### config.mk
export PLATFORM = sky130hd
export DESIGN_NAME = tile_decay_rle_cost_top
export DESIGN_NICKNAME = d
export VERILOG_FILES = /design/src/hdl/tdrc_pkg.sv /design/src/hdl/tile_decay_rle_cost_top.sv /design/src/hdl/tdrc_core.sv
export SDC_FILE = /design/constraint.sdc
export NUM_CORES = 1
export LEC_CHECK = 0
export BUFFER_PORTS_ARGS = -buffer_cell sky130_fd_sc_hd__buf_2
export CORE_UTILIZATION = 40
export CTS_BUF_LIST = sky130_fd_sc_hd__clkbuf_16
export DETAILED_ROUTE_END_ITERATION = 8
export HOLD_SLACK_MARGIN = 0.02
export PLACE_DENSITY = 0.6
export SLEW_MARGIN = 40
export SYNTH_ARGS = -nofsm -noshare
export SYNTH_HDL_FRONTEND = slang
export SYNTH_SLANG_ARGS = --single-unit
### constraint.sdc
create_clock -name i_clk -period 3.8 [get_ports i_clk]
set_input_delay 0 -clock i_clk [delete_from_list [all_inputs] [get_ports i_clk]]
set_output_delay 0 -clock i_clk [all_outputs]
set_load 0.005 [all_outputs]
### src/hdl/tdrc_pkg.sv
// Shared constants, item types and helpers for the tile decay / run-length cost block.
package tdrc_pkg;

    localparam int TILE_DIM   = 128;
    localparam int PAIR_BYTES = 2;
    localparam int THIN_RATIO = 20;

    localparam int TEXELS     = TILE_DIM * TILE_DIM;
    localparam int CNT_W      = 15;
    localparam int ENC_W      = CNT_W + 3;
    localparam int BYTE_W     = 8;
    localparam int CNT_MAX    = (1 << CNT_W) - 1;
    localparam int RUN_MAX    = (1 << BYTE_W) - 1;
    // nonzero * THIN_RATIO < TEXELS  <=>  nonzero < ceil(TEXELS / THIN_RATIO)
    localparam int THIN_LIMIT = (TEXELS + THIN_RATIO - 1) / THIN_RATIO;

    typedef struct packed {
        logic              last;
        logic [BYTE_W-1:0] drop;
        logic [BYTE_W-1:0] texel;
    } t_texel_item;

    typedef struct packed {
        logic              stats_valid;
        logic              thin_tile;
        logic [CNT_W-1:0]  encoded_bytes;
        logic [CNT_W-1:0]  nonzero_count;
        logic              tile_alive;
        logic [BYTE_W-1:0] texel_out;
    } t_tile_result;

    function automatic logic [CNT_W-1:0] sat_inc(input logic [CNT_W-1:0] v);
        logic [CNT_W-1:0] r;
        r = (v == CNT_W'(CNT_MAX)) ? v : v + CNT_W'(1);
        return r;
    endfunction

endpackage

### src/hdl/tile_decay_rle_cost_top.sv
// Top level of the tile decay and run-length cost block.
//
//  channel   dir  handshake            payload
//  s (item)  in   i_s_tvalid/o_s_tready  tdata: texel_in, decay_drop; tlast: last_texel
//  m (result) out o_m_tvalid/i_m_tready  tdata: texel_out .. thin_tile; tuser: stats_valid
//
// One byte per cycle sustained while the result side is not stalled; an input transaction
// reaches the result through the input register, then the result register in the core.
// The feedback loop through the run, pair and nonzero registers sets that rate.
// Synchronous active-low reset clears both valid flags and rearms tile start.
// A stall on the result side holds both stages; each stage refills in the cycle
// its successor frees, so no bubble is inserted.
module tile_decay_rle_cost_top
    import tdrc_pkg::*;
(
    input  logic        i_clk,
    input  logic        i_rst_n,
    input  logic        i_s_tvalid,
    output logic        o_s_tready,
    input  logic [15:0] i_s_tdata,   // [7:0] texel_in, [15:8] decay_drop
    input  logic        i_s_tlast,   // last_texel
    output logic        o_m_tvalid,
    input  logic        i_m_tready,
    output logic [39:0] o_m_tdata,   // [7:0] texel_out, [8] tile_alive,
                                     // [23:9] nonzero_count, [38:24] encoded_bytes,
                                     // [39] thin_tile
    output logic        o_m_tuser    // stats_valid
);

    logic         r_in_valid;
    t_texel_item  r_in_item;
    logic         core_ready;
    t_tile_result core_result;

    // Input stage: take a transaction whenever it is empty or draining.
    assign o_s_tready = !r_in_valid || core_ready;

    always_ff @(posedge i_clk) begin
        if (!i_rst_n) begin
            r_in_valid <= 1'b0;
        end else if (o_s_tready) begin
            r_in_valid <= i_s_tvalid;
        end
    end

    // Hold the payload unless a new transaction lands.
    always_ff @(posedge i_clk) begin
        if (o_s_tready && i_s_tvalid) begin
            r_in_item.texel <= i_s_tdata[7:0];
            r_in_item.drop  <= i_s_tdata[15:8];
            r_in_item.last  <= i_s_tlast;
        end
    end

    tdrc_core u_core (
        .i_clk    (i_clk),
        .i_rst_n  (i_rst_n),
        .i_valid  (r_in_valid),
        .o_ready  (core_ready),
        .i_item   (r_in_item),
        .o_valid  (o_m_tvalid),
        .i_ready  (i_m_tready),
        .o_result (core_result)
    );

    // Pack the result fields, highest field first (thin_tile in the top bit).
    assign o_m_tdata = {core_result.thin_tile,
                        core_result.encoded_bytes,
                        core_result.nonzero_count,
                        core_result.tile_alive,
                        core_result.texel_out};
    assign o_m_tuser = core_result.stats_valid;

endmodule

### src/hdl/tdrc_core.sv
// Per-byte decay, run/pair and nonzero tracking, with the result register.
module tdrc_core
    import tdrc_pkg::*;
(
    input  logic         i_clk,
    input  logic         i_rst_n,
    input  logic         i_valid,
    output logic         o_ready,
    input  t_texel_item  i_item,
    output logic         o_valid,
    input  logic         i_ready,
    output t_tile_result o_result
);

    logic              r_first;
    logic [BYTE_W-1:0] r_prev;
    logic [BYTE_W-1:0] r_run;
    logic [CNT_W-1:0]  r_pairs;
    logic [CNT_W-1:0]  r_nonzero;
    logic              r_valid;
    t_tile_result      r_result;

    logic              n_first;
    logic [BYTE_W-1:0] n_prev;
    logic [BYTE_W-1:0] n_run;
    logic [CNT_W-1:0]  n_pairs;
    logic [CNT_W-1:0]  n_nonzero;
    t_tile_result      n_result;

    logic              fire;
    logic [BYTE_W-1:0] decayed;
    logic [ENC_W-1:0]  enc_full;
    logic [CNT_W-1:0]  enc_capped;

    assign o_ready = !r_valid || i_ready;
    assign fire    = i_valid && o_ready;
    assign decayed = (i_item.texel > i_item.drop) ? i_item.texel - i_item.drop : '0;

    always_comb begin
        n_first   = i_item.last;
        n_prev    = r_prev;
        n_run     = r_run;
        n_pairs   = r_pairs;
        n_nonzero = r_nonzero;
        if (r_first) begin
            n_pairs   = CNT_W'(1);
            n_nonzero = '0;
            n_run     = BYTE_W'(1);
            n_prev    = decayed;
        end else if (decayed == r_prev && r_run != BYTE_W'(RUN_MAX)) begin
            n_run = r_run + BYTE_W'(1);
        end else begin
            n_pairs = sat_inc(r_pairs);
            n_run   = BYTE_W'(1);
            n_prev  = decayed;
        end
        if (decayed != '0) begin
            n_nonzero = sat_inc(n_nonzero);
        end
    end

    // Cap the pair cost at the raw tile size.
    assign enc_full   = ENC_W'(n_pairs) * ENC_W'(PAIR_BYTES);
    assign enc_capped = (enc_full > ENC_W'(TEXELS)) ? CNT_W'(TEXELS) : enc_full[CNT_W-1:0];

    always_comb begin
        n_result             = '0;
        n_result.texel_out   = decayed;
        n_result.stats_valid = i_item.last;
        if (i_item.last) begin
            n_result.tile_alive    = (i_item.drop == '0) || (n_nonzero != '0);
            n_result.nonzero_count = n_nonzero;
            n_result.encoded_bytes = enc_capped;
            n_result.thin_tile     = ({1'b0, n_nonzero} < (CNT_W + 1)'(THIN_LIMIT));
        end
    end

    always_ff @(posedge i_clk) begin
        if (!i_rst_n) begin
            r_first   <= 1'b1;
            r_prev    <= '0;
            r_run     <= '0;
            r_pairs   <= '0;
            r_nonzero <= '0;
            r_valid   <= 1'b0;
        end else begin
            if (fire) begin
                r_first   <= n_first;
                r_prev    <= n_prev;
                r_run     <= n_run;
                r_pairs   <= n_pairs;
                r_nonzero <= n_nonzero;
            end
            if (o_ready) begin
                r_valid <= i_valid;
            end
        end
    end

    always_ff @(posedge i_clk) begin
        if (fire) begin
            r_result <= n_result;
        end
    end

    assign o_valid  = r_valid;
    assign o_result = r_result;

endmodule

==> metrics <==
GRT Total Usage 0.1900; CTS Root Cell clkbuf_16; most common flop cell mapped by yosys edfxtp_1; Iter 0 DRT Violations 412; RSZ-0062 raised after global routing yes; Worst Path Class, Setup flip-flop to flip-flop; Ys Warns 0; Crit path required time 3.91 ns; commonest non-fill, non-tap cell in the layout nand2_1; via density per instance 5.406; Clk Latency, worst-skew pair 0.36 ns; CTS clock-pin slew for the worst setup and hold paths 0.07 ns; Crit path arrival time 3.83 ns; Die ar. 15700 um2; top post-synthesis cells by area edfxtp_1 (28%), dfxtp_1 (16%), nand2_1 (5.1%), nor2_1 (3.9%), mux2i_1 (2.8%); share of layout cells above drive strength 1 0.2434; Num CTS Buffers 9; Core ar. 14700 um2; r2r startpoint r_in_item[8]$_DFFE_PP_; number of diodes 0; gate count of the mapped netlist 649; Slew @ Worst Pin 0.7544 ns; # IOs 64; IO Port Bufs 62; status finished with violations; clock sinks 106; P_leak 2.810 nW; Critical Path Source r_in_item[8]$_DFFE_PP_; Util after Layout 0.5129; Reg2Reg Depth 14; Initial Util 0.4138; Total Neg Setup Slack 0 ns; commonest cells after routing, fill and taps aside nand2_1 (81), nor2_1 (63), buf_2 (62), edfxtp_1 (57), buf_4 (53); Slew Limit Fails 0; cell taking the most area after synthesis edfxtp_1; Yosys cell types 91; GP Congestion 0.8599; row count 44; htree depth 3; die width 125.3 um; pin count of the biggest net entering global routing 48; WP buf/inv 1; crit-path max FO 6; Hold Violations, Final 0; max_cap viols 0; Remaining Overflow, GRT 0; clock skew 0.008266 ns; Slowest-stage cell, CP edfxtp_1; # nets final 788; HPWL after DPL 10000 um; synthesized flop and latch total 106; average wire per standard cell 15.88 um; Final ANT Viol Nets 0; slew margin rel. 0.4970; Die Y 125.3 um; min cycle time layout 3.720 ns; first-pass GRT wire length 23690 um; worst min path class primary input to flip-flop; reg2reg end u_core.o_result[8]$_SDFFCE_PN0P_; post-synthesis sequential area ratio 0.4427; asr flop ratio synth 0; vias in the first global route 4843; final setup fails 0; Setup crit end kind flip-flop; syn_nets 682; number of synthesized flops with an enable pin 57; worst setup path end u_core.o_result[8]$_SDFFCE_PN0P_; Yosys top cell area share 0.2814; Worst IR Drop VDD 0.2364 mV; mapped cell area 6082 um2; pwr dens 352.4 nW/um2; failing checks design-rule violations; DRT Pass-1 Iters 9; delay-heaviest family, CP simple AND/OR/NAND/NOR gates; worst path cell trace ha_4, fa_2, nand2b_4, a21o_1, xor2_1, and4_1, a41o_4, nor3b_4, buf_6, a21oi_1, a31o_2, nor4_4, nand2_1, o41a_1; delay of the slowest cell on the worst path 0.43 ns; DRC 4; WP depth 14; area growth from synthesis to layout 23.97%; Post-Route WL 14990 um; period utilisation layout 0.9791; crit path launch type flip-flop; initial antenna violation count 0; Via Count 5103; fmax 268.8 MHz; CTS tree built; flop-to-flop setup slack 0.08 ns; Clock Tree Buf Depth 2; Avg Inst Size Synth 9.371 um2
## logic make-up after synthesis
family / count (synthesis) / synth area share
AO/OA/AOI/OAI: 130 / 0.1603
XOR/XNOR: 30 / 0.04773
adder cells (fa/ha/maj): 12 / 0.02592
buffers and inverters: 64 / 0.04361
flip-flops: 106 / 0.4427
multiplexers: 20 / 0.03415
other: 1 / 0.0006166
AND/OR/NAND/NOR: 286 / 0.2450
## Yosys cell counts (all sizes together) (6+ instances only)
master and number:
nand4 15, edfxtp 57, and3 6, nor3 15, xor2 11, buf 10
nor2 65, nand2 82, dfxtp 49, a21boi 20, mux2i 17, ha 11
a21oi 24, nand3 17, inv 20, xnor2 17, and2 24, nand2b 11
nor2b 20, clkbuf 34, a31oi 6, o21ai 33
## per-layer routing
layer | vias up | GRT usage | part of all wire | wire length [um]
met5 | - | 0 | 0 | 0
met4 | 0 | 0.06313 | 0.014 | 214
met3 | 21 | 0.03466 | 0.043 | 646
met2 | 120 | 0.3194 | 0.47 | 7106
met1 | 2442 | 0.2462 | 0.47 | 7019
li1 | 2520 | - | - | -
## final cells by class
cell class	instances	area (um2)
fillers	1296	7159
multi-input cells	479	3323
flip-flops and latches	106	2694
repair buffers	139	962.2
well taps	184	230.2
clock buffers	9	225.2
inverters	20	75.07
clock inverters	7	30.03
## state kept, by name (all words and copies together) (netlist names)
signal	cells
u_core.o_result	40
r_in_item	17
u_core.r_nonzero	15
u_core.r_pairs	15
u_core.r_prev	8
u_core.r_run	8
r_in_valid	1
u_core.o_valid	1
u_core.r_first	1
## repair_timing
action,in CTS,in global routing
pin swaps,1,21
setup endpoints to repair,8,19
hold endpoints to repair,19,0
buffers inserted,1,18
gates resized for setup,8,31
cloned,0,0
hold buffers,20,0
## power by group
group / switching (mW) / internal [mW] / leakage [nW]
combinational: 0.279 / 0.251 / 1.75
sequential: 0.0285 / 1.25 / 0.931
clock: 0.415 / 0.431 / 0.128
## worst min-delay path by stage
stage | from | depth (start not counted) | slack [ns] | to
after floorplan | i_s_tdata[0] | 0 | 0.1 | r_in_item[0]$_DFFE_PP_
after global placement | i_s_tdata[14] | 1 | 0.18 | r_in_item[14]$_DFFE_PP_
after detailed placement | i_s_tdata[13] | 1 | 0.18 | r_in_item[13]$_DFFE_PP_
after CTS | i_rst_n | 2 | 0.24 | u_core.r_first$_SDFFE_PN1P_
after global routing | i_rst_n | 2 | 0.28 | u_core.r_first$_SDFFE_PN1P_
final | i_rst_n | 2 | 0.23 | u_core.r_first$_SDFFE_PN1P_
## metrics by stage
step | cell area (um2) | hold slack (ns) | setup slack [ns] | instances | power (mW)
final | 7540 | 0.2277 | 0.07953 | 944 | 2.657
after global routing | 7540 | 0.2813 | -0.06222 | 944 | 2.760
after detailed placement | 6719 | 0.1781 | -0.08227 | 889 | 1.730
after global placement | 6719 | 0.1801 | 0.03712 | 889 | 1.721
after CTS | 7223 | 0.2358 | 0.002598 | 926 | 2.596
after floorplan | 6082 | 0.09887 | 0.06283 | 649 | 1.587
(Power assumes the default switching activity.)
